==> src/hw/rtl/psba_pkg.sv <==
// Shared types and constants for the page slot bitmap allocator.
// No dependencies; psba_div and the top level import this package.
`default_nettype none

package psba_pkg;

   // Bitmap storage: slots are packed this many to a memory word
   localparam int WORD_BITS = 32;
   localparam int WORD_LG   = 5;

   // Page layout
   localparam int HEADER_BYTES = 9;

   // Register reset values
   localparam int RESET_SLOT_BYTES = 64;
   localparam int RESET_PAGE_KIB   = 64;

   // Slot-count divider: dividend up to (127*1024-9)*8, divisor up to 65535*8+1
   localparam int DIV_W   = 20;
   localparam int DIV_CNT = 5;

   // Request kinds
   localparam logic [1:0] KIND_INSERT = 2'd0;
   localparam logic [1:0] KIND_DROP   = 2'd1;
   localparam logic [1:0] KIND_SELECT = 2'd2;
   localparam logic [1:0] KIND_SYNC   = 2'd3;

   // Register indexes on the csr port
   localparam int CSR_IDX_W = 2;
   localparam int CSR_DAT_W = 16;
   localparam logic [CSR_IDX_W-1:0] CSR_SLOT_BYTES = 2'd0;
   localparam logic [CSR_IDX_W-1:0] CSR_PAGE_KIB   = 2'd1;

   typedef struct packed {
      logic [1:0] kind;
      logic [9:0] slot_index;
   } req_type;

   typedef struct packed {
      logic        success;
      logic [9:0]  granted_slot;
      logic [10:0] used_slots;
      logic        page_full;
      logic        page_dirty;
   } rsp_type;

   // Divider handshake back to the sequencer
   typedef struct packed {
      logic busy;
      logic done;
   } div_status_type;

endpackage

`default_nettype wire

==> src/hw/rtl/psba_ram.sv <==
// Generic single-port-write, single-port-read RAM with registered read data.
// No dependencies.
`default_nettype none

module psba_ram #(
   parameter int WIDTH = 32,
   parameter int DEPTH = 32
) (
   input  wire logic                                       clock,
   input  wire logic                                       we,
   input  wire logic [(DEPTH > 1 ? $clog2(DEPTH) : 1)-1:0] waddr,
   input  wire logic [WIDTH-1:0]                           wdata,
   input  wire logic [(DEPTH > 1 ? $clog2(DEPTH) : 1)-1:0] raddr,
   output logic      [WIDTH-1:0]                           rdata
);

   logic [WIDTH-1:0] mem_ff [DEPTH];

   always_ff @(posedge clock) begin
      if (we) begin
         mem_ff[waddr] <= wdata;
      end
      rdata <= mem_ff[raddr];
   end

endmodule

`default_nettype wire

==> src/hw/rtl/psba_div.sv <==
// Restoring radix-2 divider, one quotient bit per cycle, for the slot count.
// Depends on psba_pkg (DIV_W, DIV_CNT, div_status_type).
`default_nettype none

module psba_div
   import psba_pkg::*;
(
   input  wire logic             clock,
   input  wire logic             reset,
   input  wire logic             start,
   input  wire logic [DIV_W-1:0] dividend,
   input  wire logic [DIV_W-1:0] divisor,
   output div_status_type        status,
   output logic      [DIV_W-1:0] quotient
);

   logic [DIV_W-1:0]   rem_ff;
   logic [DIV_W-1:0]   quo_ff;
   logic [DIV_W-1:0]   dsr_ff;
   logic [DIV_CNT-1:0] cnt_ff;
   logic               busy_ff;
   logic               done_ff;
   logic [DIV_W:0]     shifted;
   logic [DIV_W:0]     trial;
   logic               take;

   always_comb begin
      shifted = {rem_ff, quo_ff[DIV_W-1]};
      trial   = shifted - {1'b0, dsr_ff};
      take    = !trial[DIV_W];
   end

   always_ff @(posedge clock) begin
      if (reset) begin
         busy_ff <= 1'b0;
         done_ff <= 1'b0;
         cnt_ff  <= '0;
      end else begin
         done_ff <= 1'b0;
         if (start) begin
            busy_ff <= 1'b1;
            cnt_ff  <= '0;
         end else if (busy_ff) begin
            cnt_ff <= cnt_ff + 1'b1;
            if (cnt_ff == DIV_CNT'(DIV_W - 1)) begin
               busy_ff <= 1'b0;
               done_ff <= 1'b1;
            end
         end
      end
   end

   always_ff @(posedge clock) begin
      if (start) begin
         rem_ff <= '0;
         quo_ff <= dividend;
         dsr_ff <= divisor;
      end else if (busy_ff) begin
         rem_ff <= take ? trial[DIV_W-1:0] : shifted[DIV_W-1:0];
         quo_ff <= {quo_ff[DIV_W-2:0], take};
      end
   end

   assign status.busy = busy_ff;
   assign status.done = done_ff;
   assign quotient    = quo_ff;

endmodule

`default_nettype wire

==> src/hw/rtl/page_slot_bitmap_allocator_top.sv <==
// Page slot bitmap allocator, top level: request sequencer around the bitmap RAM.
// Depends on psba_pkg, psba_ram and psba_div.
`default_nettype none

// Keeps the occupancy bitmap of one storage page and serves insert (claim
// the lowest free slot), drop, select and sync requests, one response word
// per request word. The bitmap lives in a RAM of 32-slot words with a
// per-word valid bit and a per-word full bit in flops; a word that was
// never written since reset or the last register write reads as all free,
// so there is no clearing pass. Each request runs in steps: the accept
// edge issues the bitmap word read (for insert, the lowest non-full word
// picked from the full bits), the read-modify-write state does the
// read-modify-write and builds the response, and the done state moves it
// into the output register once that is free. A new request is taken
// while a response still waits on rsp_stall. Writing slot_bytes or
// page_kib reformats the page (map, count and dirty flag cleared) and
// recomputes the usable slot count with a bit-serial divider: requests are
// stalled while the divider starts, runs and reports done, and csr_ready
// is low meanwhile. Writes to indexes beyond the two registers are ignored.
module page_slot_bitmap_allocator_top
   import psba_pkg::*;
#(
   parameter int MAX_SLOTS = 1024
) (
   input  wire logic                 clock,
   input  wire logic                 reset,
   // request channel
   input  wire logic                 req_valid,
   output logic                      req_stall,
   input  wire req_type              req_payload,
   // response channel
   output logic                      rsp_valid,
   input  wire logic                 rsp_stall,
   output rsp_type                   rsp_payload,
   // register write channel
   input  wire logic                 csr_valid,
   output logic                      csr_ready,
   input  wire logic [CSR_IDX_W-1:0] csr_index,
   input  wire logic [CSR_DAT_W-1:0] csr_data
);

   // ---------------------------------------------------------------------
   // Sizing
   // ---------------------------------------------------------------------
   localparam int NW = (MAX_SLOTS + WORD_BITS - 1) / WORD_BITS;   // map words
   localparam int AW = (NW > 1) ? $clog2(NW) : 1;                 // word address
   localparam int SW = AW + WORD_LG;                              // slot number
   localparam int UW = $clog2(MAX_SLOTS + 1);                     // counts
   localparam int XW0 = (UW > SW) ? UW : SW;
   localparam int XW  = (XW0 > 10) ? XW0 : 10;                    // compare width

   localparam int RESET_Q = ((RESET_PAGE_KIB * 1024 - HEADER_BYTES) * 8)
                            / (RESET_SLOT_BYTES * 8 + 1);
   localparam int RESET_USABLE = (RESET_Q > MAX_SLOTS) ? MAX_SLOTS : RESET_Q;

   // sequencer states
   localparam logic [1:0] ST_IDLE = 2'd0;
   localparam logic [1:0] ST_RMW  = 2'd1;
   localparam logic [1:0] ST_DONE = 2'd2;

   // ---------------------------------------------------------------------
   // Configuration and usable slot count
   // ---------------------------------------------------------------------
   logic [15:0]       slot_bytes_ff;
   logic [6:0]        page_kib_ff;
   logic [UW-1:0]     usable_ff;
   logic              div_start_ff;
   div_status_type    div_status;
   logic [DIV_W-1:0]  div_q;
   logic [DIV_W-1:0]  div_dividend;
   logic [DIV_W-1:0]  div_divisor;
   logic [16:0]       page_bytes;
   logic              csr_write;
   logic              csr_hit;

   assign csr_ready = !div_status.busy && !div_start_ff && !div_status.done;
   assign csr_write = csr_valid && csr_ready;
   assign csr_hit   = csr_write && (csr_index == CSR_SLOT_BYTES ||
                                    csr_index == CSR_PAGE_KIB);

   // (page_kib*1024 - 9) * 8, zero for an empty page
   always_comb begin
      page_bytes   = {page_kib_ff, 10'b0};
      div_dividend = (page_kib_ff == 7'd0) ? '0
                   : DIV_W'({page_bytes - 17'(HEADER_BYTES), 3'b000});
      div_divisor  = DIV_W'({slot_bytes_ff, 3'b001});
   end

   psba_div u_div (
      .clock    (clock),
      .reset    (reset),
      .start    (div_start_ff),
      .dividend (div_dividend),
      .divisor  (div_divisor),
      .status   (div_status),
      .quotient (div_q)
   );

   always_ff @(posedge clock) begin
      if (reset) begin
         slot_bytes_ff <= 16'(RESET_SLOT_BYTES);
         page_kib_ff   <= 7'(RESET_PAGE_KIB);
         usable_ff     <= UW'(RESET_USABLE);
         div_start_ff  <= 1'b0;
      end else begin
         div_start_ff <= csr_hit;
         if (csr_write && csr_index == CSR_SLOT_BYTES) begin
            slot_bytes_ff <= csr_data;
         end
         if (csr_write && csr_index == CSR_PAGE_KIB) begin
            page_kib_ff <= csr_data[6:0];
         end
         if (div_status.done) begin
            // saturate at the map size
            usable_ff <= (div_q > DIV_W'(MAX_SLOTS)) ? UW'(MAX_SLOTS) : UW'(div_q);
         end
      end
   end

   // ---------------------------------------------------------------------
   // Request sequencer
   // ---------------------------------------------------------------------
   logic [1:0]    state_ff, state_in;
   logic [NW-1:0] valid_ff;      // word written since the last reformat
   logic [NW-1:0] full_ff;       // word has every bit set
   logic [UW-1:0] count_ff, count_in;
   logic          dirty_ff, dirty_in;
   logic [1:0]    op_kind_ff;
   logic [9:0]    op_idx_ff;
   logic [AW-1:0] op_addr_ff;
   logic          op_any_ff;     // insert found a non-full word
   rsp_type       res_ff, res_in;
   rsp_type       rsp_ff;
   logic          rsp_valid_ff;

   logic          req_take;
   logic          rsp_free;
   logic          free_any;
   logic [AW-1:0] free_word;
   logic [AW-1:0] rd_addr;
   logic [XW-1:0] req_idx_x;

   logic [WORD_BITS-1:0] ram_rdata;
   logic [WORD_BITS-1:0] word_cur;
   logic [WORD_BITS-1:0] word_new;
   logic [WORD_LG-1:0]   zero_bit;
   logic                 zero_any;
   logic [WORD_LG-1:0]   bit_sel;
   logic [XW-1:0]        slot_x;
   logic [XW-1:0]        idx_x;
   logic                 idx_in_range;
   logic                 op_ok;
   logic                 map_we;

   assign req_stall = (state_ff != ST_IDLE) || div_status.busy || div_start_ff
                      || div_status.done;
   assign req_take  = req_valid && !req_stall;
   assign rsp_free  = !rsp_valid_ff || !rsp_stall;

   // lowest word with a free slot
   always_comb begin
      free_any  = 1'b0;
      free_word = '0;
      for (int w = NW - 1; w >= 0; w--) begin
         if (!full_ff[w]) begin
            free_any  = 1'b1;
            free_word = AW'(w);
         end
      end
   end

   always_comb begin
      req_idx_x = XW'(req_payload.slot_index);
      rd_addr   = (req_payload.kind == KIND_INSERT) ? free_word
                                                     : req_idx_x[SW-1:WORD_LG];
   end

   psba_ram #(
      .WIDTH (WORD_BITS),
      .DEPTH (NW)
   ) u_map (
      .clock (clock),
      .we    (map_we),
      .waddr (op_addr_ff),
      .wdata (word_new),
      .raddr (rd_addr),
      .rdata (ram_rdata)
   );

   // read-modify-write of the addressed bitmap word
   always_comb begin
      word_cur = valid_ff[op_addr_ff] ? ram_rdata : '0;

      zero_any = 1'b0;
      zero_bit = '0;
      for (int b = WORD_BITS - 1; b >= 0; b--) begin
         if (!word_cur[b]) begin
            zero_any = 1'b1;
            zero_bit = WORD_LG'(b);
         end
      end

      idx_x        = XW'(op_idx_ff);
      idx_in_range = idx_x < XW'(usable_ff);
      slot_x       = XW'({op_addr_ff, zero_bit});
      bit_sel      = (op_kind_ff == KIND_INSERT) ? zero_bit : op_idx_ff[WORD_LG-1:0];

      word_new = word_cur;
      op_ok    = 1'b0;
      map_we   = 1'b0;
      count_in = count_ff;
      dirty_in = dirty_ff;
      unique case (op_kind_ff)
         KIND_INSERT: begin
            // first free slot overall; past the usable range means page full
            if (op_any_ff && zero_any && slot_x < XW'(usable_ff)) begin
               op_ok = 1'b1;
               word_new[bit_sel] = 1'b1;
               count_in = count_ff + 1'b1;
               dirty_in = 1'b1;
            end
         end
         KIND_DROP: begin
            if (idx_in_range && word_cur[bit_sel]) begin
               op_ok = 1'b1;
               word_new[bit_sel] = 1'b0;
               count_in = count_ff - 1'b1;
               dirty_in = 1'b1;
            end
         end
         KIND_SELECT: begin
            op_ok = idx_in_range && word_cur[bit_sel];
         end
         KIND_SYNC: begin
            op_ok    = 1'b1;
            dirty_in = 1'b0;
         end
      endcase
      map_we = (state_ff == ST_RMW) && op_ok &&
               (op_kind_ff == KIND_INSERT || op_kind_ff == KIND_DROP);

      res_in.success      = op_ok;
      res_in.granted_slot = (op_kind_ff == KIND_INSERT && op_ok) ? 10'(slot_x) : op_idx_ff;
      res_in.used_slots   = 11'(count_in);
      res_in.page_full    = count_in >= usable_ff;
      res_in.page_dirty   = dirty_in;
   end

   always_comb begin
      state_in = state_ff;
      unique case (state_ff)
         ST_IDLE: if (req_take) begin
            state_in = ST_RMW;
         end
         ST_RMW:  state_in = ST_DONE;
         ST_DONE: if (rsp_free) begin
            state_in = ST_IDLE;
         end
         default: state_in = ST_IDLE;
      endcase
   end

   always_ff @(posedge clock) begin
      if (reset) begin
         state_ff     <= ST_IDLE;
         valid_ff     <= '0;
         full_ff      <= '0;
         count_ff     <= '0;
         dirty_ff     <= 1'b0;
         rsp_valid_ff <= 1'b0;
      end else begin
         state_ff <= state_in;
         if (csr_hit) begin
            // reformat the page
            valid_ff <= '0;
            full_ff  <= '0;
            count_ff <= '0;
            dirty_ff <= 1'b0;
         end else if (state_ff == ST_RMW) begin
            count_ff <= count_in;
            dirty_ff <= dirty_in;
            if (map_we) begin
               valid_ff[op_addr_ff] <= 1'b1;
               full_ff[op_addr_ff]  <= &word_new;
            end
         end
         if (state_ff == ST_DONE && rsp_free) begin
            rsp_valid_ff <= 1'b1;
         end else if (rsp_valid_ff && !rsp_stall) begin
            rsp_valid_ff <= 1'b0;
         end
      end
   end

   always_ff @(posedge clock) begin
      if (req_take) begin
         op_kind_ff <= req_payload.kind;
         op_idx_ff  <= req_payload.slot_index;
         op_addr_ff <= rd_addr;
         op_any_ff  <= free_any;
      end
      if (state_ff == ST_RMW) begin
         res_ff <= res_in;
      end
      if (state_ff == ST_DONE && rsp_free) begin
         rsp_ff <= res_ff;
      end
   end

   assign rsp_valid   = rsp_valid_ff;
   assign rsp_payload = rsp_ff;

   // ---------------------------------------------------------------------
   // Assertions
   // ---------------------------------------------------------------------
   a_count_bound: assert property (@(posedge clock) disable iff (reset)
      count_ff <= usable_ff)
      else $error("occupied count above usable slot count");

   a_take_to_rmw: assert property (@(posedge clock) disable iff (reset)
      req_take |=> state_ff == ST_RMW)
      else $error("accepted request did not enter read-modify-write");

   a_reformat: assert property (@(posedge clock) disable iff (reset)
      csr_hit |=> (count_ff == '0) && !dirty_ff && (valid_ff == '0))
      else $error("register write did not reformat the page");

   a_no_take_while_div: assert property (@(posedge clock) disable iff (reset)
      div_status.busy |-> state_ff == ST_IDLE)
      else $error("request in flight while slot count recomputes");

endmodule

`default_nettype wire

==> config.mk <==
export PLATFORM = sky130hd
export DESIGN_NAME = page_slot_bitmap_allocator_top
export DESIGN_NICKNAME = d
export VERILOG_FILES = /design/src/hw/rtl/psba_pkg.sv /design/src/hw/rtl/psba_ram.sv /design/src/hw/rtl/psba_div.sv /design/src/hw/rtl/page_slot_bitmap_allocator_top.sv
export SDC_FILE = /design/constraint.sdc
export NUM_CORES = 2
export LEC_CHECK = 0
export BUFFER_PORTS_ARGS = -buffer_cell sky130_fd_sc_hd__buf_2
export CAP_MARGIN = 20
export CORE_ASPECT_RATIO = 0.7
export CORE_MARGIN = 1
export CORE_UTILIZATION = 57
export DETAILED_ROUTE_END_ITERATION = 7
export PLACE_DENSITY = 0.75
export SETUP_SLACK_MARGIN = 0.15
export SYNTH_ARGS = -nofsm -noshare
export SYNTH_HDL_FRONTEND = slang
export SYNTH_SLANG_ARGS = --single-unit
==> constraint.sdc <==
create_clock -name clock -period 5.8 [get_ports clock]
set_clock_uncertainty 0.1 [all_clocks]
set_input_delay 0.29 -clock clock [delete_from_list [all_inputs] [get_ports clock]]
set_output_delay 0.29 -clock clock [all_outputs]
set_load 0.02 [all_outputs]
* Yosys cells after proc, flatten, opt, wreduce, memory -nomap -nowiden
Memories as Yosys holds them, arrays and structs flattened. A register that Yosys moved wholly into a read port is not among the register bits. Cells that the tools add are included.
Word-level totals: word-level logic and storage cells 241, memories kept 1, RAM bits 1024, output and inout port bits 27, flip-flop bits (word level) 243
Cells by class: order comparisons 8, mux-type cells 138, $add $sub $neg 5, eq/ne operators 9, bitwise gates (word level) 5, reduce and logical (&&, ||, !) cells 45
Memories:
- u_map.mem_ff | depth 32, bits a word 32, rd ports 1, clocked after memory_dff 1, write ports 1, RTL line psba_ram.sv:17 | logic [WIDTH-1:0] mem_ff [DEPTH];
Operators by type and width (number):
- $mux 5 | 66
- $mux 32 | 3
- $mux 20 | 4
- $or 32x32->32 | 2
- $pmux 32 s2 | 1
- $mux 1 | 49
- $mux 11 | 3
- $and 32x32->32 | 1
- $bwmux 32 | 1
- $not 32->32 | 1
- $reduce_and 32->1 | 1
- $reduce_and 31->1 | 1
- $lt 10x11->1 | 2
- $pmux 11 s2 | 1
- $sub 21x19->21 | 1
- $gt 20x11->1 const B | 1
- $logic_and 1x1->1 | 17
- $sub 17x4->17 const B | 1
- $lt 5x6->1 const B | 2
- $add 11x1->11 const B | 1
- $ge 11x11->1 | 1
- $sub 11x1->11 const B | 1
- $bmux 1 s5 | 2
- $demux 1 s5 | 2
- 20 further kinds | 45

* Logic depth before layout (Yosys ltp)
depth after elaboration 46, mapped depth 34, depth with buffers taken out 31

* Modules after synthesis
A second synthesis with hierarchy kept.
Unflattened totals: cells, all modules 3890, area total of the unflattened synthesis 55253.0 µm²
Modules (own cells, without submodules):
- psba_ram | area each 40485.1 µm², cells an instance 2260, seq. area each 31390.1 µm², instances 1
- page_slot_bitmap_allocator_top | area each 10986.8 µm², cells an instance 1272, seq. area each 4264.1 µm², instances 1
- psba_div | area each 3781.1 µm², cells an instance 358, seq. area each 1741.7 µm², instances 1

* Worst setup path after synthesis
OpenSTA, ideal clock, no wires.
kind register -> register, start reg op_addr_ff[2], end reg full_ff[12], period minus slack after synthesis 6.181 ns, cell stages (with the launch flop) 21, data arrival time 5.980 ns, data required time 5.599 ns, setup slack -0.381 ns, path through edfxtp_1 -> or3_1 -> o22ai_1 -> nor4_4 -> o22ai_4 -> buf_6 -> nand3_1 -> nor2b_1 -> ha_1 -> a21o_1 -> a21o_1 -> a21oi_1 -> o221a_2 -> o21ai_0 -> a211oi_1 -> clkbuf_1 -> nand2_1 -> o31ai_1 -> nand4_1 -> buf_1 -> o41ai_1
Between the ends: word-level cells in the longest chain between the ends 46, elaborated cells between the ends (all ways) 98, those cells by class 5 x order compare; 81 x mux; 3 x bitwise; 9 x reduce/logical
RTL lines:
- start, declared | RTL line page_slot_bitmap_allocator_top.sv:130 | logic [AW-1:0] op_addr_ff;
- start signal, assigned | RTL line page_slot_bitmap_allocator_top.sv:299 | op_addr_ff <= rd_addr;
- $bmux 1 s5 | RTL line page_slot_bitmap_allocator_top.sv:192 | word_cur = valid_ff[op_addr_ff] ? ram_rdata : '0;
- $mux 1 (not written as such) | RTL line page_slot_bitmap_allocator_top.sv:192
- $mux 32 | RTL line page_slot_bitmap_allocator_top.sv:192
- $mux 5 (32 in a row) | RTL line page_slot_bitmap_allocator_top.sv:197 | if (!word_cur[b]) begin
- $mux 5 | RTL line page_slot_bitmap_allocator_top.sv:206 | bit_sel = (op_kind_ff == KIND_INSERT) ? zero_bit : op_idx_ff[WORD_LG-1:0];
- $lt 5x6->1 (not written as such) / $ge 5x1->1 (equally long branches) | RTL line page_slot_bitmap_allocator_top.sv:218, page_slot_bitmap_allocator_top.sv:226
- $logic_and 1x1->1 (not written as such) | RTL line page_slot_bitmap_allocator_top.sv:218, page_slot_bitmap_allocator_top.sv:226
- $mux 1 (not written as such) | RTL line page_slot_bitmap_allocator_top.sv:218, page_slot_bitmap_allocator_top.sv:226
- $demux 1 s5 | RTL line page_slot_bitmap_allocator_top.sv:218, page_slot_bitmap_allocator_top.sv:226
- $not 32->32 (no line)
- $and 32x32->32 (no line)
- $mux 32 | RTL line page_slot_bitmap_allocator_top.sv:224 | if (idx_in_range && word_cur[bit_sel]) begin
- $pmux 32 s2 * | RTL line page_slot_bitmap_allocator_top.sv:213 | unique case (op_kind_ff)
- net u_map.wdata[21] | RTL line psba_ram.sv:12 | input wire logic [WIDTH-1:0] wdata,
- $reduce_and 32->1 * | RTL line page_slot_bitmap_allocator_top.sv:284 | full_ff[op_addr_ff] <= &word_new;
- $bwmux 32 * | RTL line page_slot_bitmap_allocator_top.sv:284
- end signal, assigned by index | RTL line page_slot_bitmap_allocator_top.sv:284
- end, declared | RTL line page_slot_bitmap_allocator_top.sv:125 | logic [NW-1:0] full_ff;
Mark *: on every way through the listed nets, which the timed path passes. The rest lies on a longest branch. The select of a mux whose other input is x is not followed. A chain may end at the register's enable or synchronous reset.

* Worst setup path after layout
start reg op_addr_ff[1], end reg full_ff[15]
Between the ends: word-level cells in the longest chain between the ends 46, elaborated cells between the ends (all ways) 98, those cells by class 5 x order compare; 81 x mux; 3 x bitwise; 9 x reduce/logical
RTL lines (RTL line):
- $bmux 1 s5 | page_slot_bitmap_allocator_top.sv:192
- $mux 1 (not written as such) | page_slot_bitmap_allocator_top.sv:192
- $mux 32 | page_slot_bitmap_allocator_top.sv:192
- $mux 5 (32 in a row) | page_slot_bitmap_allocator_top.sv:197
- $mux 5 | page_slot_bitmap_allocator_top.sv:206
- $lt 5x6->1 (not written as such) / $ge 5x1->1 (equally long branches) | page_slot_bitmap_allocator_top.sv:218, page_slot_bitmap_allocator_top.sv:226
- $logic_and 1x1->1 (not written as such) | page_slot_bitmap_allocator_top.sv:218, page_slot_bitmap_allocator_top.sv:226
- $mux 1 (not written as such) | page_slot_bitmap_allocator_top.sv:218, page_slot_bitmap_allocator_top.sv:226
- $demux 1 s5 | page_slot_bitmap_allocator_top.sv:218, page_slot_bitmap_allocator_top.sv:226
- $not 32->32 (no line)
- $and 32x32->32 (no line)
- $mux 32 | page_slot_bitmap_allocator_top.sv:224
- $pmux 32 s2 | page_slot_bitmap_allocator_top.sv:213
- $reduce_and 32->1 | page_slot_bitmap_allocator_top.sv:284
- $bwmux 32 | page_slot_bitmap_allocator_top.sv:284
Parallel ways exist; a longest one is shown, timed or not. The select of a mux whose other input is x is not followed.

==> out/metrics.cfg <==
[setup_path]
slowest_delay_ns=0.48
cp.required_ns=6.34
r2r-start=op_addr_ff[1]$_DFFE_PP_
worst_setup_path_end_kind=flop
r2r_end=full_ff[15]$_SDFFE_PP0P_
cpMostUsedCell=buf_4
cp-start-kind=flop
r2r_setup_slack_ns=0.04
critPathArrivalTime_ns=6.30
cp_slowest_cell=a2111oi_0
ff2ff_path_depth=26
worstSetupPathType=flop to flop
cp_max_fo=16

[placed_design]
place_ws_ns=-0.216
gp_congestion=0.997
dp_hpwl_mm=92.2
dp.cells=5937
port_buffers=61

[timing]
fin_crit_sh=0.993
rsz0062_at_grt=true
final-max-slew-violation-count=0
final_hold_viol_count=0
setup_violations=0
worst-slew-pin-transition_ns=1.14
tns_ns=0
timing.final.ws_setup_ns=0.0382
slew_headroom=0.241
min_period_ns=5.76
clock.fmax_mhz=174

[die]
core-area_sq_um=96000
chipWidth_um=374
die_area_sq_um=98400
start_util=0.576
row_count=95
pin_count=62
die-height_um=263

[routing]
wl_per_cell_um=25.8
viasPerCell=6.40
dr.first_iter.drc_count=5761
ant_nets=0
wirelength_mm=161
vias=39785
drc=1
drtPass1Iterations=8

[min_path]
hold_path_class=input pin to flop
whs_path_depth=2
holdPathEnd=usable_ff[1]$_SDFFE_PP0P_
hp-start=reset

[power]
p_per_area_nw_per_um2=317
ir_drop_mv=0.295
leakagePower_nw=23.5

[finish]
drive_gt1_frac=0.144
fillerInstances=6822
multi_input_area_sq_um=17100
fin_cells=6214
final_common_cell=nand2_1
regArea_sq_um=37300
insertedDiodeCount=0
syn_to_final_growth_pct=15.8
postLayoutCoreUtil=0.668
layout_common_cells=nand2_1 (1199), edfxtp_1 (1126), nand3_1 (313)
final_net_count=4947

[synthesis]
syn_area_sq_um=55400
syn-num-nets=4739
postSynthAreaPerCell_sq_um=11.9
ys_ff_latch=1299
yosysUniqueCellTypes=91
synthCells=4650
ys_warn_count=0
synth_edf_count=1126
synthArstFlopShare=0
yosysSeqAreaShare=0.673
synthFlopType=edfxtp_1

[grt]
grt-ovfl-total=0
grt_max_degree=170
antenna_found_initial=3
grt_pass1_wl_mm=236
grt_pass1_vias=36902
track_usage=0.320

[flow_run]
maxCapViolCount=0

[outcome]
failed_checks=design-rule violations
status=finished with violations

[clocking]
path_clk_slew_ns=0.07
cts_tree=done
root_buffer=clkbuf_16
cts-buffers-inserted=116
insertion_delay_ns=0.75
clock_sinks=1299
clock_path_buffers=3
htreeDepth=3

-- layout make-up --
cell class	instances	share of cell area
flip-flops and latches	1299	0.581
multi-input cells	2911	0.267
repair buffers	394	0.0593
clock buffers	142	0.0478
well taps	1261	0.0246
clock inverters	71	0.0119
inverters	135	0.00833
repair inverters	1	0.000117
-- Yosys cell counts (25+ instances only) --
library cell	count	area (sq um)
inv_1	132	495
edfxtp_1	1126	33800
a21oi_1	69	345
nand3_1	313	1570
o21ai_0	84	420
nor3_1	25	125
o21a_1	37	278
clkbuf_1	282	1060
nand2_1	1199	4500
mux2i_1	105	1050
mux2_2	33	372
o41ai_1	33	289
a31oi_1	154	963
ha_1	54	676
nor2_1	106	398
nand4_1	31	194
and3_1	137	857
or3_1	50	313
a311oi_1	134	1170
a211oi_1	27	203
dfxtp_1	173	3460
-- worst max path at each step --
stage / startpoint / to / slack (ns) / cells past startpoint
after global placement: op_addr_ff[2]$_DFFE_PP_ / res_ff[1]$_DFFE_PN_ / -0.22 / 32
after CTS: op_addr_ff[1]$_DFFE_PP_ / full_ff[29]$_SDFFE_PP0P_ / 0.15 / 25
final: op_addr_ff[1]$_DFFE_PP_ / full_ff[15]$_SDFFE_PP0P_ / 0.04 / 26
after detailed placement: op_addr_ff[2]$_DFFE_PP_ / res_ff[1]$_DFFE_PN_ / -0.22 / 32
after floorplan: op_addr_ff[2]$_DFFE_PP_ / res_ff[1]$_DFFE_PN_ / 0.16 / 32
after global routing: op_addr_ff[1]$_DFFE_PP_ / full_ff[31]$_SDFFE_PP0P_ / -0.28 / 26
-- per-layer routing --
metal | track usage | vias to the layer above | routed length (um)
li1 | - | 17538 | -
met1 | 0.490 | 19512 | 67800
met2 | 0.460 | 2424 | 69400
met3 | 0.0667 | 307 | 18700
met4 | 0.0906 | 4 | 4560
met5 | 0 | - | 29
-- metrics by stage --
step           area [sq um]  power, mW  hold slack (ns)
6_report              64100       20.3           0.0544
3_3_place_gp          58900       12.6            0.301
4_1_cts               63500       20.3          0.00823
3_5_place_dp          59000       12.6            0.305
5_1_grt               64100       20.9           0.0891
2_1_floorplan         55400       11.9            0.289
-- cells by family after synthesis --
logic type	synth area share
buffers and inverters	0.0303
XOR/XNOR	0.00570
multiplexers	0.0276
AND/OR/NAND/NOR	0.158
flip-flops	0.673
AO/OA/AOI/OAI	0.0933
adder cells (fa/ha/maj)	0.0122
-- worst max-delay path: cells and delay by family, from the launching register on --
kind	cells	cell delay, ns
AOI/OAI and AO/OA	13	2.74
buffers and inverters	8	1.34
and+or+nand+nor	3	0.60
DFF	1	0.47
muxes	1	0.21
adders and majority gates	1	0.18
-- sequential cells by signal (all words and copies together) (netlist names), 20 cells and up --
signal / cells
u_div.quotient: 20
u_map.mem_ff: 1024
valid_ff: 32
res_ff: 24
u_map.rdata: 32
u_div.rem_ff: 20
full_ff: 32
rsp_payload: 24
-- power breakdown --
part | switching [mW] | internal (mW)
sequential | 0.149 | 10.2
clock | 3.45 | 4.37
combinational | 1.35 | 0.827
-- timing repair --
item	CTS	global route
gates cloned	1	2
hold buffers	42	0
buffers inserted	6	9
gates resized for setup	41	80
endpoints found under the hold margin	40	0
endpoints found under the setup margin	33	202
pin swaps	11	23
Note: power is estimated with default switching activity, not from simulation.
